==> config.mk <==
export PLATFORM = sky130hd
export DESIGN_NAME = fractional_divider_parameter_calc_unit
export DESIGN_NICKNAME = d
export VERILOG_FILES = /design/src/hw/rtl/fdpc_pkg.sv /design/src/hw/rtl/fdpc_ctrl.sv /design/src/hw/rtl/fdpc_dp.sv /design/src/hw/rtl/fractional_divider_parameter_calc_unit.sv
export SDC_FILE = /design/constraint.sdc
export NUM_CORES = 2
export LEC_CHECK = 0
export BUFFER_PORTS_ARGS = -buffer_cell sky130_fd_sc_hd__buf_2
export CORE_MARGIN = 8
export CORE_UTILIZATION = 50
export CTS_BUF_LIST = sky130_fd_sc_hd__clkbuf_2 sky130_fd_sc_hd__clkbuf_4 sky130_fd_sc_hd__clkbuf_8
export CTS_CLUSTER_DIAMETER = 30
export DETAILED_ROUTE_END_ITERATION = 10
export PLACE_DENSITY = 0.66
export RECOVER_POWER = 25
export SYNTH_ARGS = -nofsm -noshare
export SYNTH_HDL_FRONTEND = slang
export SYNTH_SLANG_ARGS = --single-unit
==> constraint.sdc <==
create_clock -name clk -period 10.4 [get_ports clk]
set_input_delay 0.52 -clock clk [delete_from_list [all_inputs] [get_ports clk]]
set_output_delay 0.52 -clock clk [all_outputs]
set_load 0.1 [all_outputs]
==> src/hw/rtl/fdpc_pkg.sv <==
package fdpc_pkg;

	typedef struct packed {
		logic        opcode;
		logic [35:0] dividend;
		logic [31:0] divisor;
	} in_item_t;

	typedef struct packed {
		logic [17:0] p1_word;
		logic [19:0] p2_word;
		logic [19:0] p3_word;
		logic        integer_mode;
		logic        divide_by_four;
	} out_item_t;

	localparam int unsigned DivWidth = 36;

	// Commands from the controller to the datapath.
	typedef enum logic [2:0] {
		CMD_IDLE,
		CMD_LOAD,
		CMD_DIV_START,
		CMD_DIV_STEP,
		CMD_QUOT_TAKE,
		CMD_CF_PREP,
		CMD_CF_UPDATE,
		CMD_FINISH
	} cmd_t;

	// Division operand selection.
	typedef enum logic [1:0] {
		DSEL_MAIN,
		DSEL_CF,
		DSEL_P1
	} dsel_t;

	typedef struct packed {
		cmd_t  cmd;
		dsel_t dsel;
	} ctrl_t;

	typedef struct packed {
		logic div_last;
		logic need_cf;
		logic cf_done;
		logic cf_break;
		logic need_p1;
	} stat_t;

	typedef enum logic [3:0] {
		ST_IDLE,
		ST_MAIN_START,
		ST_MAIN_RUN,
		ST_CF_CHECK,
		ST_CF_START,
		ST_CF_RUN,
		ST_CF_PREP,
		ST_CF_UPDATE,
		ST_P_START,
		ST_P_RUN,
		ST_FINISH,
		ST_OUT
	} state_t;

endpackage

==> src/hw/rtl/fdpc_ctrl.sv <==
module fdpc_ctrl (
	input  logic            clk,
	input  logic            arst_n,
	input  logic            in_valid,
	output logic            in_stall,
	output logic            out_valid,
	input  logic            out_stall,
	input  fdpc_pkg::stat_t stat,
	output fdpc_pkg::ctrl_t ctrl
);
	import fdpc_pkg::*;

	state_t state_q, state_d;

	always_ff @(posedge clk or negedge arst_n) begin
		if (!arst_n) begin
			state_q <= ST_IDLE;
		end else begin
			state_q <= state_d;
		end
	end

	always_comb begin
		state_d   = state_q;
		ctrl.cmd  = CMD_IDLE;
		ctrl.dsel = DSEL_MAIN;
		in_stall  = 1'b1;
		out_valid = 1'b0;
		unique case (state_q)
			ST_IDLE: begin
				in_stall = 1'b0;
				if (in_valid) begin
					ctrl.cmd = CMD_LOAD;
					state_d  = ST_MAIN_START;
				end
			end
			ST_MAIN_START: begin
				ctrl.cmd = CMD_DIV_START;
				state_d  = ST_MAIN_RUN;
			end
			ST_MAIN_RUN: begin
				ctrl.cmd = CMD_DIV_STEP;
				if (stat.div_last) state_d = ST_CF_CHECK;
			end
			ST_CF_CHECK: begin
				ctrl.cmd = CMD_QUOT_TAKE;
				state_d  = stat.need_cf ? ST_CF_START : ST_P_START;
			end
			ST_CF_START: begin
				ctrl.dsel = DSEL_CF;
				if (stat.cf_done) begin
					state_d = ST_P_START;
				end else begin
					ctrl.cmd = CMD_DIV_START;
					state_d  = ST_CF_RUN;
				end
			end
			ST_CF_RUN: begin
				ctrl.dsel = DSEL_CF;
				ctrl.cmd  = CMD_DIV_STEP;
				if (stat.div_last) state_d = ST_CF_PREP;
			end
			ST_CF_PREP: begin
				ctrl.cmd = CMD_CF_PREP;
				state_d  = ST_CF_UPDATE;
			end
			ST_CF_UPDATE: begin
				if (stat.cf_break) begin
					state_d = ST_P_START;
				end else begin
					ctrl.cmd = CMD_CF_UPDATE;
					state_d  = ST_CF_START;
				end
			end
			ST_P_START: begin
				ctrl.dsel = DSEL_P1;
				if (stat.need_p1) begin
					ctrl.cmd = CMD_DIV_START;
					state_d  = ST_P_RUN;
				end else begin
					state_d = ST_FINISH;
				end
			end
			ST_P_RUN: begin
				ctrl.dsel = DSEL_P1;
				ctrl.cmd  = CMD_DIV_STEP;
				if (stat.div_last) state_d = ST_FINISH;
			end
			ST_FINISH: begin
				ctrl.cmd = CMD_FINISH;
				state_d  = ST_OUT;
			end
			ST_OUT: begin
				out_valid = 1'b1;
				if (!out_stall) state_d = ST_IDLE;
			end
			default: state_d = ST_IDLE;
		endcase
	end

endmodule

==> src/hw/rtl/fdpc_dp.sv <==
module fdpc_dp #(
	parameter int unsigned DENOM_BITS = 20
) (
	input  logic                clk,
	input  fdpc_pkg::in_item_t  in_item,
	input  fdpc_pkg::ctrl_t     ctrl,
	output fdpc_pkg::stat_t     stat,
	output fdpc_pkg::out_item_t out_item
);
	import fdpc_pkg::*;

	localparam logic [31:0] MaxDen = 32'((64'd1 << DENOM_BITS) - 64'd1);
	localparam int unsigned CntW = $clog2(DivWidth + 1);

	logic        op_q;
	logic [35:0] dvd_q;
	logic [31:0] quo_q, num_q, den_q;
	logic [31:0] top_q, bot_q, pa_q, qa_q, pb_q, qb_q;
	logic [31:0] qn_q, pn_q;
	logic [31:0] rem_q, dq_q;
	logic [35:0] dquo_q;
	logic [31:0] dsor_q;
	logic [CntW-1:0] cnt_q;
	logic [31:0] p1_q, p2_q, p3_q;
	logic        by4_q;

	// restoring division, one quotient bit per cycle
	logic [35:0] d_num;
	logic [31:0] d_den;
	logic [32:0] trial;
	logic [32:0] sh;

	logic [31:0] n7;
	logic [31:0] fin_den;
	logic        by4_c;

	always_comb begin
		unique case (ctrl.dsel)
			DSEL_MAIN: begin
				d_num = dvd_q;
				d_den = den_q;
			end
			DSEL_CF: begin
				d_num = {4'd0, top_q};
				d_den = bot_q;
			end
			DSEL_P1: begin
				d_num = {4'd0, n7};
				d_den = fin_den;
			end
			default: begin
				d_num = dvd_q;
				d_den = den_q;
			end
		endcase
	end

	assign sh    = {rem_q, dquo_q[35]};
	assign trial = sh - {1'b0, dsor_q};
	assign n7    = {num_q[24:0], 7'd0};
	assign fin_den = (den_q == 32'd0) ? 32'd1 : den_q;
	assign by4_c = op_q && (quo_q == 32'd4);

	assign stat.div_last = (cnt_q == CntW'(1));
	assign stat.need_cf  = (den_q > MaxDen);
	assign stat.cf_done  = (bot_q == 32'd0);
	assign stat.cf_break = (qn_q > MaxDen);
	assign stat.need_p1  = !by4_c && (n7 != 32'd0);

	always_ff @(posedge clk) begin
		unique case (ctrl.cmd)
			CMD_LOAD: begin
				op_q  <= in_item.opcode;
				dvd_q <= in_item.dividend;
				den_q <= (in_item.divisor == 32'd0) ? 32'd1 : in_item.divisor;
			end
			CMD_DIV_START: begin
				dquo_q <= d_num;
				dsor_q <= d_den;
				rem_q  <= 32'd0;
				cnt_q  <= CntW'(DivWidth);
			end
			CMD_DIV_STEP: begin
				if (!trial[32]) begin
					rem_q  <= trial[31:0];
					dquo_q <= {dquo_q[34:0], 1'b1};
				end else begin
					rem_q  <= sh[31:0];
					dquo_q <= {dquo_q[34:0], 1'b0};
				end
				cnt_q <= cnt_q - CntW'(1);
			end
			CMD_QUOT_TAKE: begin
				quo_q <= dquo_q[31:0];
				top_q <= rem_q;
				bot_q <= den_q;
				pa_q  <= 32'd0;
				qa_q  <= 32'd1;
				pb_q  <= 32'd1;
				qb_q  <= 32'd0;
				if (den_q > MaxDen) begin
					// approximation ends at the last accepted convergent
					num_q <= 32'd1;
					den_q <= 32'd0;
				end else begin
					num_q <= rem_q;
				end
			end
			CMD_CF_PREP: begin
				dq_q  <= rem_q;
				qn_q  <= qa_q + dquo_q[31:0] * qb_q;
				pn_q  <= pa_q + dquo_q[31:0] * pb_q;
			end
			CMD_CF_UPDATE: begin
				pa_q  <= pb_q;
				qa_q  <= qb_q;
				pb_q  <= pn_q;
				qb_q  <= qn_q;
				num_q <= pn_q;
				den_q <= qn_q;
				top_q <= bot_q;
				bot_q <= dq_q;
			end
			CMD_FINISH: begin
				by4_q <= by4_c;
				if (by4_c) begin
					p1_q <= 32'd0;
					p2_q <= 32'd0;
					p3_q <= 32'd1;
				end else if (n7 != 32'd0) begin
					p1_q <= {quo_q[24:0], 7'd0} - 32'd512 + dquo_q[31:0];
					p2_q <= rem_q;
					p3_q <= fin_den;
				end else begin
					p1_q <= {quo_q[24:0], 7'd0} - 32'd512;
					p2_q <= 32'd0;
					p3_q <= 32'd1;
				end
			end
			default: ;
		endcase
	end

	assign out_item.p1_word        = p1_q[17:0];
	assign out_item.p2_word        = p2_q[19:0];
	assign out_item.p3_word        = p3_q[19:0];
	assign out_item.integer_mode   = (num_q == 32'd0);
	assign out_item.divide_by_four = by4_q;

endmodule

==> src/hw/rtl/fractional_divider_parameter_calc_unit.sv <==
// Sequencing: a divisor within range takes a main divide and a parameter divide
//   (the parameter divide is skipped when the scaled numerator is zero or
//   divide-by-four applies); a wide divisor adds a continued-fraction divide per
//   step. One shared 36-step restoring divider performs every divide.
// Throughput: one item at a time; the next item is taken in the cycle after
//   the result transfer completes.
// Reset: arst_n asynchronous, active low; controller returns to idle.
module fractional_divider_parameter_calc_unit #(
	parameter int unsigned DENOM_BITS = 20
) (
	input  logic                clk,
	input  logic                arst_n,
	input  logic                in_valid,
	output logic                in_stall,
	input  fdpc_pkg::in_item_t  in_data,
	output logic                out_valid,
	input  logic                out_stall,
	output fdpc_pkg::out_item_t out_data
);
	import fdpc_pkg::*;

	ctrl_t ctrl;
	stat_t stat;

	// sequencer: load, main divide, fraction limiting, parameter divide
	fdpc_ctrl u_ctrl (
		.clk       (clk),
		.arst_n    (arst_n),
		.in_valid  (in_valid),
		.in_stall  (in_stall),
		.out_valid (out_valid),
		.out_stall (out_stall),
		.stat      (stat),
		.ctrl      (ctrl)
	);

	// shared divider, convergent registers and result registers
	fdpc_dp #(.DENOM_BITS(DENOM_BITS)) u_dp (
		.clk      (clk),
		.in_item  (in_data),
		.ctrl     (ctrl),
		.stat     (stat),
		.out_item (out_data)
	);

endmodule

* After elaboration in Yosys (flattened, before gate mapping) *
Index checks and enable logic that the tools add are counted.

word-level totals
  word-level logic and storage cells = 118
  output and inout bits = 62
  flip-flop bits (word level) = 590
  bits of input ports = 73

operators by class
  add/subtract/negate cells = 6
  $mul = 2
  $lt $le $gt $ge = 2
  reduce and logical (&&, ||, !) cells = 18
  multiplexer cells = 38
  bitwise operators = 1
  equality and inequality tests = 28

operator list
  kind                                                   number
  case mux 32 bit (2 select lines)                       9
  2-to-1 mux 32 bit                                      5
  case mux 36 bit (2 select lines)                       2
  logical NOT 32 bit                                     4
  case mux 32 bit (3 select lines)                       1
  adder 32 bit                                           2
  > comparator 32 x 20 -> 1 bit (second input constant)  2
  multiplier 32 x 32 -> 32 bit                           2
  case mux 4 bit (12 select lines)                       1
  subtractor 33 x 32 -> 33 bit                           1
  == test 32 x 3 -> 1 bit (second input constant)        1
  2-to-1 mux 4 bit                                       8
  nonzero test 32 bit                                    1
  case mux 3 bit (9 select lines)                        1
  adder 18 bit                                           1
  2-to-1 mux 18 bit                                      1
  subtractor 18 x 10 -> 18 bit (second input constant)   1
  == test 4 x 3 -> 1 bit (second input constant)         4
  == test 4 bit (second input constant)                  4
  == test 3 bit (second input constant)                  4
  inequality test 2 bit (second input constant)          6
  case mux 6 bit (2 select lines)                        1
  == test 4 x 2 -> 1 bit (second input constant)         2
  == test 3 x 2 -> 1 bit (second input constant)         2
  other kinds (20)                                       29

* Depth between registers and ports, before layout *
  depth after elaboration = 9
  depth in mapped cells = 30
  mapped depth without buffers = 28

* Hierarchy *
From an unflattened synthesis, not the netlist that was laid out.

second synthesis, totals
  cell total of the unflattened synthesis = 5672
  area, all modules = 58685.0 um^2

by module, submodules not included
  module     seq. area each (um^2)  area each (um^2)  cells each  times used
  fdpc_dp    17596.9                58180.8           5609        1
  fdpc_ctrl  100.1                  504.2             63          1

* Worst setup path after synthesis *
OpenSTA, ideal clock, no wires.

  path kind = reg-to-reg
  start point = register u_ctrl.state_q[3]
  end point = register u_dp.dsor_q[0], enable pin
  setup time = 0.594 ns
  slack = 2.137 ns
  stages on the path, launching flop included = 6
  arrival time = 7.669 ns
  clock period less this slack = 8.263 ns
  required time = 9.806 ns
  buffers on the path = 1
  path through = dfrtp_1 clkbuf_1 or2_0 or3_1 nor2_1 a2111oi_0

between the ends
  cells in the longest elaborated chain, start to end = 4
  elaborated cells between the ends (all ways) = 14
  classes of those cells = 11 x eq/ne; 1 x mux; 2 x reduce/logical

RTL lines
  item                                                  line             source
  start, declared                                       fdpc_ctrl.sv:13  state_t state_q, state_d;
  start signal, assigned                                fdpc_ctrl.sv:19  state_q <= state_d;
  == test 4 x 2 -> 1 bit, or another cell as far along  fdpc_ctrl.sv:29  unique case (state_q)
  OR reduction 3 bit (no source line)                   --
  case mux 3 bit (9 select lines) *                     fdpc_ctrl.sv:29
  == test 3 x 2 -> 1 bit *                              fdpc_dp.sv:71    unique case (ctrl.cmd)
  end signal, assigned                                  fdpc_dp.sv:79    dsor_q <= d_den;
  end, declared                                         fdpc_dp.sv:22    logic [31:0] dsor_q;

Every way passes the cells marked *; elsewhere a longest branch is shown, timed or not.
A chain may end at the register's enable or synchronous reset.

* Worst setup path in the final report *
  start point = register u_dp.dquo_q[15]
  end point = register u_dp.qn_q[31] (data pin)

between the ends
  cells in the longest elaborated chain, start to end = 2

RTL lines
  item                          line            source
  start, declared               fdpc_dp.sv:21   logic [35:0] dquo_q;
  start signal, assigned        fdpc_dp.sv:78   dquo_q <= d_num;
  start signal, assigned        fdpc_dp.sv:86   dquo_q <= {dquo_q[34:0], 1'b1};
  start signal, assigned        fdpc_dp.sv:89   dquo_q <= {dquo_q[34:0], 1'b0};
  multiplier 32 x 32 -> 32 bit  fdpc_dp.sv:111  qn_q <= qa_q + dquo_q[31:0] * qb_q;
  adder 32 bit                  fdpc_dp.sv:111
  end signal, assigned          fdpc_dp.sv:111
  end, declared                 fdpc_dp.sv:19   logic [31:0] qn_q, pn_q;

No other way between the ends.

==> flow_summary_export.csv <==
group,metric,value,unit
run_status,status,"finished with violations",
run_status,failed_checks,"capacitance limit, slew limit",
cts,cts-root-buf,"clkbuf_8",
yosys,ys_ff_latch,590,
timing,period_minus_slack,8920,ps
timing,max_freq,112,MHz
die,start_util,50.3,%
critical_path,path_max_fanout,33,
cts,clock_sinks,590,
cts,post_cts_buffers,0,
hold_path,hold_class,"primary input to flip-flop",
critical_path,rrSetupSlack,1480,ps
drt,drt-initial-drc-count,3395,
final_layout,nets,6918,
die,pin_count,135,
placement,hpwl,119000,µm
drt,routedWlPerCell,22.3,µm
yosys,ys_top_cells_by_count,"1089 x inv_1, 878 x fa_1, 771 x and2_1",
cts,clkLatencyLatePin,800,ps
yosys,syn_inst,5508,
placement,place_congestion,0.899,
drt,wirelength,163000,µm
yosys,synth_top_flop_cell,"edfxtp_1",
timing,hold_viol,0,
timing,setup_viol,0,
drt,drc,0,
grt,grt_pass1_vias,42684,
cts,cts_buffers,145,
timing,min_period_over_period,85.8,%
yosys,postSynth.asyncResetShare,0.678,%
critical_path,cpPeakStageDelay,1630,ps
critical_path,startpoint_type,"flip-flop",
critical_path,critPathBufInv,5,
final_layout,reg.largest.list,"u_dp.dquo_q (36), u_dp.dvd_q (36)",
timing,skew,40.4,ps
placement,placed_area,60700,µm²
die,core,116000,µm²
timing,slew_headroom,-167,%
critical_path,worstSetupPathType,"flip-flop to flip-flop",
yosys,synth_edf_count,586,
cts,clk_pin_slew,60,ps
yosys,yosysSeqAreaShare,30.3,%
critical_path,critical_path.endpoint_type,"flip-flop",
yosys,avgSynthCellArea,10.6,µm²
die,die_w,358,µm
grt,grt_start_max_net_pins,100,
critical_path,crit_slowest_cell,"clkbuf_1",
timing,hold_slack,81.0,ps
die,fp-row-count,125,
cts,tritoncts,"yes",
critical_path,cp_top_family,"adder cells",
critical_path,required,10930,ps
drt,final_antenna_net_count,0,
drt,dr.pass1.iters,6,
placement,portBuffers,134,
yosys,yosys.cell_count.top_type,"inv_1",
drt,via_count,39717,
final_layout,drive_above_1_share,7.93,%
drt,vias_per_cell,5.43,
timing,drv_slew,483,
timing,worst_pin_slew,4010,ps
timing,fin_setup_tns,0,ps
grt,grt_usage,26.2,%
cts,cts_buffer_depth,3,
cts,ctsResizeCount,0,
yosys,synth.area.top_cells,"edfxtp_1 30%, fa_1 30%, and2_1 8.3%, inv_1 7.0%, ha_1 6.3%",
timing,setup_ws,1480,ps
final_layout,area_delta_synth_final,10.5,%
timing,rsz0062_at_grt,"false",
grt,grt_pass1_wl,255000,µm
yosys,syn_area,58400,µm²
yosys,synth_top_cell_by_area,"edfxtp_1",
yosys,synthDominantCellAreaShare,30.1,%
cts,htreeDepth,4,
die,die_y,358,µm
grt,antenna_found_initial,6,
run,cap_viol_max_count,15,
placement,dp_slack,2300,ps
final_layout,nFillCells,10027,
critical_path,crit_top_cell,"fa_1",
die,die_area,128000,µm²
yosys,ys_types,77,
grt,grt.overflow.total,0,
critical_path,arrival,9450,ps
final_layout,postLayoutCellArea,64600,µm²
yosys,yosys_warnings,0,
critical_path,cp_cell_sequence,"clkbuf_1 > and2_1 > fa_1 > fa_1 > inv_1 > fa_1 > fa_1 > inv_1 > fa_1 > fa_1 > fa_1 > inv_1 > fa_1 > inv_1 > ha_1 > a21o_1 > a2111oi_0 > o211ai_1 > a31oi_1 > a21oi_1 > o21ai_0 > nand2b_1 > a21oi_1 > xnor2_1",
## stage by stage
| step | util [%] | std cells |
|---|---|---|
| 2_1_floorplan | - | 5519 |
| 3_3_place_gp | 52.3 | 6981 |
| 3_5_place_dp | 52.3 | 6981 |
| 4_1_cts | 55.8 | 7311 |
| 5_1_grt | 55.6 | 7314 |
| 6_report | 55.6 | 7317 |
## layer usage
metal | track usage [%] | up-vias | share of wire (%)
li1 | - | 17429 | -
met1 | 35.6 | 20274 | 42
met2 | 41.3 | 1669 | 46
met3 | 5.48 | 345 | 8.6
met4 | 10.2 | 0 | 4.0
met5 | 0 | - | 0
## cells by family after synthesis
family,after synthesis,share of synthesized area (%)
and+or+nand+nor,1641,14.6
buffers and inverters,1368,8.87
adders and majority gates,1174,36.4
DFF,590,30.3
AOI/OAI and AO/OA,424,4.83
xor gates and xnor gates,218,3.27
muxes,92,1.73
other,1,0.00642
## cell type report
cell class,instances,area [µm²],area share (%)
clock buffer,162,2120,3.29
sequential,590,17700,27.4
antenna,6,15.0,0.0233
multi-input combinational,3561,35600,55.2
clock inverter,101,1240,1.91
timing repair buffer,283,1860,2.88
inverter,1090,4100,6.35
tap,1524,1910,2.95
## cells in the final DEF, fill, tap and decap left out, types with 21 or more instances in the layout
cell           synthesis  final
a22oi_1               27     27
mux2i_1               28     28
buf_4                  1     57
clkinvlp_4             0     21
o21ai_0               68     69
fa_1                 878    878
buf_2                  2     65
a21o_1                84     84
clkbuf_1             259     89
xnor2_1              166    166
inv_1               1089   1088
and2_1               771    766
ha_1                 296    295
nand2_1              554    554
a22o_1                32     32
mux2_2                63     63
nor3_1                28     28
a21oi_1              105    104
dlygate4sd3_1          0     67
bufinv_16              0     23
xor2_1                52     52
nor4_1                41     40
nor2_1               144    139
edfxtp_1             586    586
clkbuf_8               0    145
## repair_timing
action | 4_1_cts | 5_1_grt
hold buffers | 67 | 0
setup endpoints to repair | 0 | 0
endpoints found under the hold margin | 70 | 0
## worst paths after layout
| check | start | to | depth (start not counted) |
|---|---|---|---|
| worst max-delay path | u_dp.dquo_q[15] | u_dp.qn_q[31] | 24 |
| worst min-delay path | in_data[6] | u_dp.den_q[6] | 2 |
| worst max register to register | u_dp.dquo_q[15] | u_dp.qn_q[31] | 24 |
| worst min register to register | u_dp.dquo_q[33] | u_dp.dquo_q[34] | 2 |
| max in group asynchronous | arst_n | u_ctrl.state_q[0] | 2 |
| min in group asynchronous | arst_n | u_ctrl.state_q[2] | 2 |
Power is not shown: default switching activity piles up to over one toggle a cycle in this logic, so the estimate is an artifact.
